**src/rtl/tsr_pkg.sv**
```systemverilog
// ----------------------------------------------------------------------------
// tsr_pkg
// shared types, widths and codes of the trapezoidal step ramp generator
// ----------------------------------------------------------------------------
package tsr_pkg;

   localparam int SPEED_FRAC_BITS = 8;
   localparam int MIN_INTERVAL    = 2;

   localparam int SPD_IN_W = 13;                          // speed registers
   localparam int SPEED_W  = SPD_IN_W + SPEED_FRAC_BITS;  // fixed point speed
   localparam int RATE_W   = 16;                          // acceleration, tick rate
   localparam int DIV_W    = RATE_W + 2 * SPEED_FRAC_BITS; // dividend width
   localparam int INTV_W   = 24;
   localparam int CNT_W    = 32;
   localparam int DIV_CNT_W = $clog2(DIV_W);

   localparam logic [2:0] OP_TICK   = 3'd0;
   localparam logic [2:0] OP_MOVE   = 3'd1;
   localparam logic [2:0] OP_JOG    = 3'd2;
   localparam logic [2:0] OP_STOP   = 3'd3;
   localparam logic [2:0] OP_SETPOS = 3'd4;
   localparam logic [2:0] OP_GOTO   = 3'd5;
   localparam logic [2:0] OP_SPEED  = 3'd6;

   localparam logic [2:0] REG_START_SPEED = 3'd0;
   localparam logic [2:0] REG_HOME_SPEED  = 3'd1;
   localparam logic [2:0] REG_SPEED_CAP   = 3'd2;
   localparam logic [2:0] REG_ACCEL       = 3'd3;
   localparam logic [2:0] REG_TICK_RATE   = 3'd4;

   localparam logic [CNT_W-1:0] JOG_COUNT = 32'h7FFF_FFFF;

   typedef struct packed {
      logic             start;
      logic [DIV_W-1:0] dividend;
      logic [SPEED_W-1:0] divisor;
   } div_req_type;

   typedef struct packed {
      logic             busy;
      logic             done;
      logic [DIV_W-1:0] quotient;
   } div_rsp_type;

   // speed register of zero acts as one, then scaled to fixed point
   function automatic logic [SPEED_W-1:0] to_fixed(input logic [SPD_IN_W-1:0] v);
      logic [SPD_IN_W-1:0] one_min;
      one_min = (v == '0) ? SPD_IN_W'(1) : v;
      return {one_min, {SPEED_FRAC_BITS{1'b0}}};
   endfunction

endpackage

```
**src/rtl/tsr_div.sv**
```systemverilog
// ----------------------------------------------------------------------------
// tsr_div
// restoring serial divider, one quotient bit per cycle
// ----------------------------------------------------------------------------
module tsr_div (
   input  logic                clock,
   input  logic                reset,
   input  tsr_pkg::div_req_type req,
   output tsr_pkg::div_rsp_type rsp
);
   import tsr_pkg::*;

   logic                 busy_ff, busy_in;
   logic                 done_ff, done_in;
   logic [DIV_CNT_W-1:0] cnt_ff, cnt_in;
   logic [DIV_W-1:0]     quo_ff, quo_in;
   logic [SPEED_W:0]     rem_ff, rem_in;
   logic [SPEED_W-1:0]   dsr_ff, dsr_in;
   logic [SPEED_W:0]     shifted;
   logic [SPEED_W+1:0]   trial;

   always_comb begin
      shifted = {rem_ff[SPEED_W-1:0], quo_ff[DIV_W-1]};
      trial   = {1'b0, shifted} - {2'b00, dsr_ff};
      busy_in = busy_ff;
      done_in = 1'b0;
      cnt_in  = cnt_ff;
      quo_in  = quo_ff;
      rem_in  = rem_ff;
      dsr_in  = dsr_ff;
      if (req.start) begin
         dsr_in = req.divisor;
         quo_in = req.dividend;
         rem_in = '0;
         cnt_in = '0;
         // divide by zero returns the dividend
         if (req.divisor == '0) begin
            done_in = 1'b1;
         end else begin
            busy_in = 1'b1;
         end
      end else if (busy_ff) begin
         if (trial[SPEED_W+1]) begin
            rem_in = shifted;
            quo_in = {quo_ff[DIV_W-2:0], 1'b0};
         end else begin
            rem_in = trial[SPEED_W:0];
            quo_in = {quo_ff[DIV_W-2:0], 1'b1};
         end
         cnt_in = cnt_ff + DIV_CNT_W'(1);
         if (cnt_ff == DIV_CNT_W'(DIV_W - 1)) begin
            busy_in = 1'b0;
            done_in = 1'b1;
         end
      end
   end

   always_ff @(posedge clock) begin
      if (reset) begin
         busy_ff <= 1'b0;
         done_ff <= 1'b0;
      end else begin
         busy_ff <= busy_in;
         done_ff <= done_in;
      end
      cnt_ff <= cnt_in;
      quo_ff <= quo_in;
      rem_ff <= rem_in;
      dsr_ff <= dsr_in;
   end

   assign rsp.busy     = busy_ff;
   assign rsp.done     = done_ff;
   assign rsp.quotient = quo_ff;

   a_start_idle: assert property (@(posedge clock) disable iff (reset)
      req.start |-> !busy_ff) else $error("divider restarted while busy");
   a_done_once: assert property (@(posedge clock) disable iff (reset)
      done_ff |=> !done_ff) else $error("divider done held");
   a_done_ends_busy: assert property (@(posedge clock) disable iff (reset)
      done_ff |-> !busy_ff) else $error("divider done while busy");

endmodule

```
**src/rtl/trapezoidal_step_ramp_generator_top.sv**
```systemverilog
// ----------------------------------------------------------------------------
// trapezoidal_step_ramp_generator_top
// step pulse generator with a symmetric trapezoidal speed ramp
// ----------------------------------------------------------------------------
// timing: a tick without a step and a plain command give their result in the next
// cycle; a move, jog or go-to that starts takes one interval division; a step tick
// takes up to two divisions, a speed change and an interval, on the serial divider.
// one word at a time: the next word is taken once the result has been taken.
// synchronous reset puts all registers at their reset values, no clearing pass.
module trapezoidal_step_ramp_generator_top (
   input  logic        clock,
   input  logic        reset,
   input  logic        req_valid,
   output logic        req_stall,
   input  logic [2:0]  req_operation,
   input  logic        req_direction,
   input  logic [30:0] req_step_count,
   input  logic signed [31:0] req_position_value,
   input  logic [15:0] req_speed_request,
   input  logic        req_limit_min_pressed,
   input  logic        req_limit_max_pressed,
   output logic        rsp_valid,
   input  logic        rsp_stall,
   output logic        rsp_step_level,
   output logic        rsp_dir_level,
   output logic        rsp_busy_res,
   output logic signed [31:0] rsp_abs_position,
   output logic        rsp_accepted,
   input  logic        csr_wr_en,
   input  logic [2:0]  csr_index,
   input  logic [15:0] csr_wdata
);
   import tsr_pkg::*;

   localparam logic [1:0] ST_IDLE  = 2'd0;
   localparam logic [1:0] ST_DELTA = 2'd1;
   localparam logic [1:0] ST_INTV  = 2'd2;

   localparam logic [1:0] MODE_ADD_JOG    = 2'd0;
   localparam logic [1:0] MODE_ADD_RAMP   = 2'd1;
   localparam logic [1:0] MODE_LOW_START  = 2'd2;
   localparam logic [1:0] MODE_LOW_CRUISE = 2'd3;

   logic [SPD_IN_W-1:0] start_speed_ff, home_speed_ff, speed_cap_ff;
   logic [RATE_W-1:0]   accel_ff, tick_rate_ff;

   logic [1:0]          st_ff, st_in;
   logic [1:0]          mode_ff, mode_in;
   logic                go_ff, go_in;
   logic                rsp_valid_ff, rsp_valid_in;
   logic                ok_ff, ok_in;
   logic [CNT_W-1:0]    rem_ff, rem_in;
   logic [CNT_W-1:0]    taken_ff, taken_in;
   logic [CNT_W-1:0]    ramp_ff, ramp_in;
   logic [CNT_W-1:0]    pos_ff, pos_in;
   logic [SPEED_W-1:0]  speed_ff, speed_in;
   logic [INTV_W-1:0]   intv_ff, intv_in;
   logic [INTV_W-1:0]   tick_ff, tick_in;
   logic [SPD_IN_W-1:0] cruise_ff, cruise_in;
   logic                pulse_ff, pulse_in;
   logic                dir_ff, dir_in;
   logic                brake_ff, brake_in;
   logic                jog_ff, jog_in;

   div_req_type div_req;
   div_rsp_type div_rsp;

   logic               accept;
   logic               run_dir, run_go, run_jog;
   logic [CNT_W-1:0]   run_count, diff, mag;
   logic [INTV_W-1:0]  tc_next, iv;
   logic [CNT_W-1:0]   rem_dec, taken_inc;
   logic [SPEED_W-1:0] top_w, floor_w;
   logic [DIV_W:0]     sum;
   logic [DIV_W-1:0]   speed_ext, q;
   logic [RATE_W-1:0]  lo, hi, clamp_v;

   assign accept    = req_valid && !req_stall;
   assign req_stall = (st_ff != ST_IDLE) || (rsp_valid_ff && rsp_stall);

   assign div_req.start    = go_ff;
   assign div_req.divisor  = speed_ff;
   assign div_req.dividend = (st_ff == ST_DELTA) ?
                             {accel_ff, {(2 * SPEED_FRAC_BITS){1'b0}}} :
                             DIV_W'({tick_rate_ff, {SPEED_FRAC_BITS{1'b0}}});

   tsr_div u_div (
      .clock (clock),
      .reset (reset),
      .req   (div_req),
      .rsp   (div_rsp)
   );

   always_comb begin
      st_in        = st_ff;
      mode_in      = mode_ff;
      go_in        = 1'b0;
      rsp_valid_in = rsp_valid_ff && rsp_stall;
      ok_in        = ok_ff;
      rem_in       = rem_ff;
      taken_in     = taken_ff;
      ramp_in      = ramp_ff;
      pos_in       = pos_ff;
      speed_in     = speed_ff;
      intv_in      = intv_ff;
      tick_in      = tick_ff;
      cruise_in    = cruise_ff;
      pulse_in     = pulse_ff;
      dir_in       = dir_ff;
      brake_in     = brake_ff;
      jog_in       = jog_ff;

      tc_next   = tick_ff + INTV_W'(1);
      rem_dec   = rem_ff - CNT_W'(1);
      taken_inc = taken_ff + CNT_W'(1);
      diff      = req_position_value - pos_ff;
      mag       = diff[CNT_W-1] ? (CNT_W'(0) - diff) : diff;
      run_go    = 1'b0;
      run_jog   = 1'b0;
      run_dir   = req_direction;
      run_count = {1'b0, req_step_count};
      lo        = RATE_W'(to_fixed(start_speed_ff) >> SPEED_FRAC_BITS);
      hi        = RATE_W'(to_fixed(speed_cap_ff) >> SPEED_FRAC_BITS);
      clamp_v   = req_speed_request;
      if (clamp_v < lo) clamp_v = lo;
      if (clamp_v > hi) clamp_v = hi;

      q         = div_rsp.quotient;
      speed_ext = DIV_W'(speed_ff);
      sum       = {1'b0, speed_ext} + {1'b0, q};
      top_w     = (mode_ff == MODE_ADD_JOG) ? to_fixed(home_speed_ff) : to_fixed(cruise_ff);
      floor_w   = (mode_ff == MODE_LOW_START) ? to_fixed(start_speed_ff)
                                              : to_fixed(cruise_ff);
      iv        = q[INTV_W-1:0];
      if (iv < INTV_W'(MIN_INTERVAL)) iv = INTV_W'(MIN_INTERVAL);

      if (accept) begin
         ok_in        = 1'b1;
         rsp_valid_in = 1'b1;
         case (req_operation)
            OP_TICK: begin
               pulse_in = 1'b0;
               if (rem_ff != '0) begin
                  if (tc_next < intv_ff) begin
                     tick_in = tc_next;
                  end else begin
                     tick_in  = '0;
                     pulse_in = 1'b1;
                     taken_in = taken_inc;
                     rem_in   = rem_dec;
                     pos_in   = dir_ff ? pos_ff + CNT_W'(1) : pos_ff - CNT_W'(1);
                     if (jog_ff) begin
                        if (speed_ff < to_fixed(home_speed_ff)) begin
                           st_in   = ST_DELTA;
                           mode_in = MODE_ADD_JOG;
                        end
                     end else if (brake_ff) begin
                        st_in   = ST_DELTA;
                        mode_in = MODE_LOW_START;
                     end else if (speed_ff < to_fixed(cruise_ff)) begin
                        if (rem_dec <= taken_inc) begin
                           brake_in = 1'b1;
                           st_in    = ST_INTV;
                        end else begin
                           st_in   = ST_DELTA;
                           mode_in = MODE_ADD_RAMP;
                        end
                     end else begin
                        if (rem_dec <= ramp_ff) brake_in = 1'b1;
                        if (speed_ff > to_fixed(cruise_ff)) begin
                           st_in   = ST_DELTA;
                           mode_in = MODE_LOW_CRUISE;
                        end else begin
                           st_in = ST_INTV;
                        end
                     end
                  end
               end
            end
            OP_MOVE: run_go = 1'b1;
            OP_JOG: begin
               run_go    = 1'b1;
               run_jog   = 1'b1;
               run_count = JOG_COUNT;
            end
            OP_STOP:   rem_in = '0;
            OP_SETPOS: pos_in = req_position_value;
            OP_GOTO: begin
               if (diff != '0) begin
                  run_go    = 1'b1;
                  run_dir   = !diff[CNT_W-1];
                  run_count = mag;
               end
            end
            OP_SPEED: cruise_in = clamp_v[SPD_IN_W-1:0];
            default: ;
         endcase
         if (run_go) begin
            // limit switch in the direction of travel refuses the command
            if (run_dir ? req_limit_max_pressed : req_limit_min_pressed) begin
               ok_in = 1'b0;
            end else begin
               dir_in = run_dir;
               jog_in = run_jog;
               if (!run_jog) begin
                  taken_in = '0;
                  ramp_in  = '0;
                  brake_in = 1'b0;
               end
               speed_in = to_fixed(start_speed_ff);
               tick_in  = '0;
               rem_in   = run_count;
               st_in    = ST_INTV;
            end
         end
         if (st_in != ST_IDLE) begin
            go_in        = 1'b1;
            rsp_valid_in = 1'b0;
         end
      end else if (div_rsp.done && st_ff == ST_DELTA) begin
         case (mode_ff)
            MODE_ADD_JOG: begin
               speed_in = (sum > (DIV_W + 1)'(top_w)) ? top_w : sum[SPEED_W-1:0];
            end
            MODE_ADD_RAMP: begin
               if (sum >= (DIV_W + 1)'(top_w)) begin
                  speed_in = top_w;
                  ramp_in  = taken_ff;
               end else begin
                  speed_in = sum[SPEED_W-1:0];
               end
            end
            default: begin
               if (q >= speed_ext || (speed_ext - q) < DIV_W'(floor_w)) begin
                  speed_in = floor_w;
               end else begin
                  speed_in = speed_ff - q[SPEED_W-1:0];
               end
            end
         endcase
         st_in = ST_INTV;
         go_in = 1'b1;
      end else if (div_rsp.done && st_ff == ST_INTV) begin
         intv_in      = iv;
         st_in        = ST_IDLE;
         rsp_valid_in = 1'b1;
      end
   end

   always_ff @(posedge clock) begin
      if (reset) begin
         start_speed_ff <= SPD_IN_W'(150);
         home_speed_ff  <= SPD_IN_W'(800);
         speed_cap_ff   <= SPD_IN_W'(2000);
         accel_ff       <= RATE_W'(1000);
         tick_rate_ff   <= RATE_W'(10000);
         st_ff          <= ST_IDLE;
         mode_ff        <= MODE_ADD_JOG;
         go_ff          <= 1'b0;
         rsp_valid_ff   <= 1'b0;
         ok_ff          <= 1'b1;
         rem_ff         <= '0;
         taken_ff       <= '0;
         ramp_ff        <= '0;
         pos_ff         <= '0;
         speed_ff       <= '0;
         intv_ff        <= '0;
         tick_ff        <= '0;
         cruise_ff      <= SPD_IN_W'(2000);
         pulse_ff       <= 1'b0;
         dir_ff         <= 1'b1;
         brake_ff       <= 1'b0;
         jog_ff         <= 1'b0;
      end else begin
         if (csr_wr_en) begin
            case (csr_index)
               REG_START_SPEED: start_speed_ff <= csr_wdata[SPD_IN_W-1:0];
               REG_HOME_SPEED:  home_speed_ff  <= csr_wdata[SPD_IN_W-1:0];
               REG_SPEED_CAP:   speed_cap_ff   <= csr_wdata[SPD_IN_W-1:0];
               REG_ACCEL:       accel_ff       <= csr_wdata;
               REG_TICK_RATE:   tick_rate_ff   <= csr_wdata;
               default: ;
            endcase
         end
         st_ff        <= st_in;
         mode_ff      <= mode_in;
         go_ff        <= go_in;
         rsp_valid_ff <= rsp_valid_in;
         ok_ff        <= ok_in;
         rem_ff       <= rem_in;
         taken_ff     <= taken_in;
         ramp_ff      <= ramp_in;
         pos_ff       <= pos_in;
         speed_ff     <= speed_in;
         intv_ff      <= intv_in;
         tick_ff      <= tick_in;
         cruise_ff    <= cruise_in;
         pulse_ff     <= pulse_in;
         dir_ff       <= dir_in;
         brake_ff     <= brake_in;
         jog_ff       <= jog_in;
      end
   end

   // result word is read straight from the state, held while no word is taken
   assign rsp_valid        = rsp_valid_ff;
   assign rsp_step_level   = pulse_ff;
   assign rsp_dir_level    = dir_ff;
   assign rsp_busy_res     = (rem_ff != '0);
   assign rsp_abs_position = pos_ff;
   assign rsp_accepted     = ok_ff;

   a_rsp_only_idle: assert property (@(posedge clock) disable iff (reset)
      rsp_valid_ff |-> st_ff == ST_IDLE) else $error("result shown mid item");
   a_go_busy: assert property (@(posedge clock) disable iff (reset)
      go_ff |-> st_ff != ST_IDLE) else $error("divider started while idle");
   a_delta_speed: assert property (@(posedge clock) disable iff (reset)
      st_ff == ST_DELTA |-> speed_ff != '0) else $error("delta with zero speed");
   a_div_idle: assert property (@(posedge clock) disable iff (reset)
      st_ff == ST_IDLE |-> !div_rsp.busy) else $error("divider busy while idle");

endmodule

```
**config.mk**
```make
export PLATFORM = sky130hd
export DESIGN_NAME = trapezoidal_step_ramp_generator_top
export DESIGN_NICKNAME = d
export VERILOG_FILES = /design/src/rtl/tsr_pkg.sv /design/src/rtl/tsr_div.sv /design/src/rtl/trapezoidal_step_ramp_generator_top.sv
export SDC_FILE = /design/constraint.sdc
export NUM_CORES = 2
export LEC_CHECK = 0
export BUFFER_PORTS_ARGS = -buffer_cell sky130_fd_sc_hd__buf_2
export CORE_MARGIN = 1.5
export CORE_UTILIZATION = 67
export CTS_CLUSTER_DIAMETER = 80
export CTS_CLUSTER_SIZE = 24
export DETAILED_ROUTE_END_ITERATION = 8
export GPL_TIMING_DRIVEN = 1
export PLACE_DENSITY = 0.87
export SLEW_MARGIN = 25
export SYNTH_ARGS = -nofsm -noshare
export SYNTH_HDL_FRONTEND = slang
export SYNTH_SLANG_ARGS = --single-unit
```
**constraint.sdc**
```tcl
create_clock -name clock -period 15.2 [get_ports clock]
set_input_delay 2.28 -clock clock [delete_from_list [all_inputs] [get_ports clock]]
set_output_delay 2.28 -clock clock [all_outputs]
set_load 0.01 [all_outputs]
```
# Word level (Yosys, flattened, before mapping)

Cells that the tools add are included.
W data, S select, Z words.

Bits in registers: 373
Bits in latches: 0
RAM bits: 0
Bits in read-only memories: 0
Bits of input ports: 109
Output and inout bits: 38
Logic and storage cells: 233
Memories: 0

Add/sub/neg operators: 12
$mul: 0
Div/mod/pow operators: 0
Order comparisons: 13
Eq/ne operators: 23
Shift-type cells: 0
Mux-type cells: 112
Bitwise gates (word level): 4
Reduce and logical (&&, ||, !) cells: 41

Operators by type and width:

| kind                    | number |
|---|---|
| $mux W32                | 25 |
| $mux W21                | 10 |
| $pmux W32 S2            | 3 |
| $mux W24                | 6 |
| $mux W13                | 5 |
| $add A32 B1 Y32 const B | 2 |
| $le A32 B32 Y1          | 2 |
| $reduce_bool A32 Y1     | 2 |
| $sub A32 B1 Y32 const B | 2 |
| $logic_not A13 Y1       | 4 |
| $lt A21 B21 Y1          | 2 |
| $mux W2                 | 21 |
| $pmux W21 S2            | 1 |
| $mux W1                 | 39 |
| $add A21 B32 Y33        | 1 |
| $ge A33 B21 Y1          | 1 |
| $gt A33 B21 Y1          | 1 |
| $ge A32 B21 Y1          | 1 |
| $lt A32 B21 Y1          | 1 |
| $sub A1 B32 Y32 const A | 1 |
| $sub A21 B32 Y32        | 1 |
| $sub A32 B32 Y32        | 1 |
| $add A24 B1 Y24 const B | 1 |
| $lt A24 B2 Y1 const B   | 1 |
| 34 further kinds        | 71 |

# Logic depth before layout (Yosys ltp)

Depth in word-level cells: 16
Mapped depth: 27

# Hierarchy

From an unflattened synthesis, not the netlist that was laid out.

Cells, all modules: 3856
Area total of the unflattened synthesis: 30548.0 sq um

Modules (own cells, without submodules):

| module                              | times used | cells each | area each (sq um) | sequential area each (sq um) |
|---|---|---|---|---|
| trapezoidal_step_ramp_generator_top | 1          | 3463       | 26191.4           | 5845.6 |
| tsr_div                             | 1          | 393        | 4356.7            | 2152.1 |

# Least setup slack after synthesis

No wires, ideal clock.

Kind: input -> register
Start point: input port req_speed_request[1]
End point: register cruise_ff[10]
Setup time: 0.059 ns
Arrival time: 6.526 ns
Required time: 15.141 ns
Path slack: 8.615 ns
Stages on the path: 24
Path buffers: 2
Cells stage by stage: ha_1 a21boi_0 o21a_1 o21a_1 o21ai_0 a21oi_1 o21ai_0 nand4_1 mux2_2 ha_1 nor2b_1 o21a_1 o21a_1 o21a_1 o21a_1 o21a_1 o21ai_0 a31oi_1 or4_1 clkbuf_1 nor2b_1 clkbuf_1 a22oi_1 o31a_1

Word-level cells in the longest chain between the ends: 4

Ends and longest elaborated chain:

| element              | line                                       | text |
|---|---|---|
| start, declared      | trapezoidal_step_ramp_generator_top.sv:19  | `input logic [15:0] req_speed_request,` |
| $lt A16 B13 Y1       | trapezoidal_step_ramp_generator_top.sv:125 | `if (clamp_v < lo) clamp_v = lo;` |
| $mux W16 *           | trapezoidal_step_ramp_generator_top.sv:125 |  |
| $gt A16 B13 Y1       | trapezoidal_step_ramp_generator_top.sv:126 | `if (clamp_v > hi) clamp_v = hi;` |
| $mux W13 *           | trapezoidal_step_ramp_generator_top.sv:126 |  |
| end signal, assigned | trapezoidal_step_ramp_generator_top.sv:297 | `cruise_ff <= cruise_in;` |
| end, declared        | trapezoidal_step_ramp_generator_top.sv:59  | `logic [SPD_IN_W-1:0] cruise_ff, cruise_in;` |

Every way passes the cells marked *; elsewhere a longest branch is shown, timed or not.
A chain may end at the register's enable or synchronous reset.

# Worst setup path in the final report

Start point: input port req_speed_request[1]
End point: register cruise_ff[2]

The elaborated chain is that of the path after synthesis.

==> out/metrics.yaml <==
clock_network:
  cts_setup_buffers: 0
  root_buffer: "clkbuf_16"
  cts_tree: "yes"
  cts_resized: 0
  cts_sinks: 373
  clk_latency_ns: 0.59
  cts.clk_slew.worst_paths_ns: 0.10
  cts_max_path_buffers: 3
  hold_buffers: 0
  cts_made_buffers: 25
  htreeDepth: 1
critical_path:
  required_ns: 15.70
  timing.critical_path.arrival_ns: 7.47
  crit_type: "in -> reg"
  reg2reg_to: "speed_ff[10]"
  crit_fanout: 19
  startpoint: "req_speed_request[1]"
  crit_end: "cruise_ff[2]"
  startpoint_type: "primary input"
  r2r_start: "speed_ff[11]"
  cp-end-kind: "flop"
  r2r_slack_ns: 8.71
  reg2reg_depth: 24
timing:
  finalCriticalPeriod_ns: 6.962
  slew_headroom: 0.2982
  clock.fmax_mhz: 143.6
  drv_slew: 0
  setup_ws_ns: 8.238
  skew_ns: 0.02918
  hold_viol_final: 0
  period_share: 0.4580
  setup_viol: 0
  rsz0062_at_grt: "no"
  tightestPinTransition_ns: 1.053
  fin_tns_setup_ns: 0
die:
  core_region_area_mm2: 0.04403
  floorplan.initialDensity: 0.6767
  dieArea_mm2: 0.04575
  rows: 77
  io_pins: 147
  die_height_um: 213.9
  chipWidth_um: 213.9
cells_and_area:
  drive_gt1_frac: 0.07808
  diodes: 0
  final_common_cell: "nand2_1"
  final_cell_mix: "nand2_1, dfxtp_1, a21oi_1"
  final_net_count: 4193
  syn2layout_area_growth_pct: 6.152
global_routing:
  grt_pass1_wl_um: 139300
  grt_max_degree: 65
  gr-total-overflow: 0
  antenna_found_initial: 1
  grt_pass1_vias: 26920
  grt_usage: 0.3806
placement:
  hpwl_um: 66890
  portBuffers: 146
  gp_congestion: 1.033
  dpl_worst_slack_ns: 7.746
power:
  ir_drop_uv: 174.8
  pwr_density_cell_mw_per_mm2: 109.1
  leakage_nw: 12.80
logic_synthesis:
  synth_edf_count: 53
  synth_area_leader_cell: "dfxtp_1"
  syn_avg_cell_area_um2: 7.876
  yosys_warnings: 0
  synthFlopType: "dfxtp_1"
  synthCells: 3783
  syn-cell-area_mm2: 0.02980
  synthArstFlopShare: 0
  synth.area.top_cells: "dfxtp_1, ha_1, edfxtp_1"
  synth_cell_type_count: 100
  ys_seq_elements: 373
  syn_nets: 4189
  synth_seq_area_share: 0.2684
  yosysTopAreaCellShare: 0.2150
hold_path:
  hold_path.class: "reg -> reg"
  min-delay-start: "intv_ff[18]"
routing:
  wl_per_cell_um: 20.28
  via_per_inst: 6.600
  drc_errors: 0
  routed_wirelength_um: 89140
  via_count: 29010
  drt_iter0_drc: 2742
  dr.pass1.iters: 6
  drtAntennaViolNets: 0
outcome:
  run_status: "complete, no violations"
run:
  drv_cap: 0
## final cells by class
| cell class | instances | area (µm²) |
|---|---|---|
| multi-input combinational | 2936 | 20020 |
| fill | 3685 | 12400 |
| sequential | 373 | 8001 |
| inverter | 273 | 1025 |
| timing repair buffer | 178 | 970.9 |
| tap | 592 | 740.7 |
| clock buffer | 30 | 669.4 |
| clock inverter | 14 | 201.4 |
## worst min-delay path by stage
stage                       end  depth (start not counted)
3_3_place_gp        accel_ff[2]                          2
5_1_grt        tick_rate_ff[11]                          2
3_5_place_dp        intv_ff[18]                          2
6_report            intv_ff[18]                          2
4_1_cts             intv_ff[18]                          2
2_1_floorplan  tick_rate_ff[11]                          2
## metrics by stage
stage / power (W) / hold WS, ns / cells / utilization / instance area, µm²
final: 0.003450 / 0.4604 / 4396 / 0.7184 / 31630
after floorplan: 0.002280 / 0.4357 / 3783 / - / 29800
after CTS: 0.003422 / 0.4634 / 4396 / 0.7182 / 31620
after global routing: 0.003656 / 0.4851 / 4396 / 0.7184 / 31630
after detailed placement: 0.002663 / 0.4505 / 4352 / 0.6984 / 30750
after global placement: 0.002621 / 0.4420 / 4351 / 0.6981 / 30740
## worst max-delay path, stage by stage
cell,delay (ns)
buf_2,0.11
ha_1,0.28
a21boi_0,0.12
o21a_1,0.19
o21a_1,0.17
o21ai_0,0.14
a21oi_1,0.08
o21ai_0,0.14
nand4_1,0.58
mux2_2,0.53
ha_1,0.31
nor2b_1,0.14
o21a_1,0.17
o21a_1,0.16
o21a_1,0.16
o21a_1,0.16
o21a_1,0.15
o21ai_0,0.15
a31oi_1,0.10
or4_1,0.58
nor2_1,0.45
a22oi_1,0.16
o21ai_0,0.15
## cells in the mapped netlist (47+ instances only)
master,instances
inv_1,271
clkbuf_1,162
xor2_1,79
nand2_1,410
edfxtp_1,53
nand4_1,59
o211ai_1,61
a22o_1,47
xnor2_1,146
a211oi_1,55
o21ai_0,158
dfxtp_1,320
a21o_1,81
mux2i_1,47
ha_1,292
nand2b_1,50
nor2_1,283
nor3_1,78
a21oi_1,298
nand3_1,104
## where the power goes
part           leakage [nW]  switching, W  internal, W
sequential             3.10     0.0000936      0.00108
combinational          9.28      0.000913     0.000597
clock                 0.426      0.000407     0.000355
total                  12.8       0.00141      0.00204
## flip-flops by register name, summed over array words and instances (netlist names), 16 cells and up
| name | count |
|---|---|
| taken_ff | 32 |
| u_div.dsr_ff | 21 |
| rsp_abs_position | 32 |
| u_div.quo_ff | 32 |
| ramp_ff | 32 |
| intv_ff | 24 |
| rem_ff | 32 |
| speed_ff | 21 |
| accel_ff | 16 |
| u_div.rem_ff | 21 |
| tick_ff | 24 |
| tick_rate_ff | 16 |
## per-layer routing
layer	track usage	vias up	routed length, µm
met5	0	-	0
met1	0.4805	13610	35870
met3	0.05580	304	7179
li1	-	13810	-
met4	0.2152	0	5252
met2	0.6233	1294	40830
## cells by family after synthesis
| family | count (synthesis) | share of synthesized area |
|---|---|---|
| and+or+nand+nor | 1229 | 0.1977 |
| adders and majority gates | 297 | 0.1260 |
| AOI/OAI and AO/OA | 1127 | 0.2600 |
| xor gates and xnor gates | 225 | 0.06614 |
| muxes | 58 | 0.01995 |
| buffers and inverters | 474 | 0.06177 |
| DFF | 373 | 0.2684 |
No activity file was read; power rests on OpenSTA's default activity.
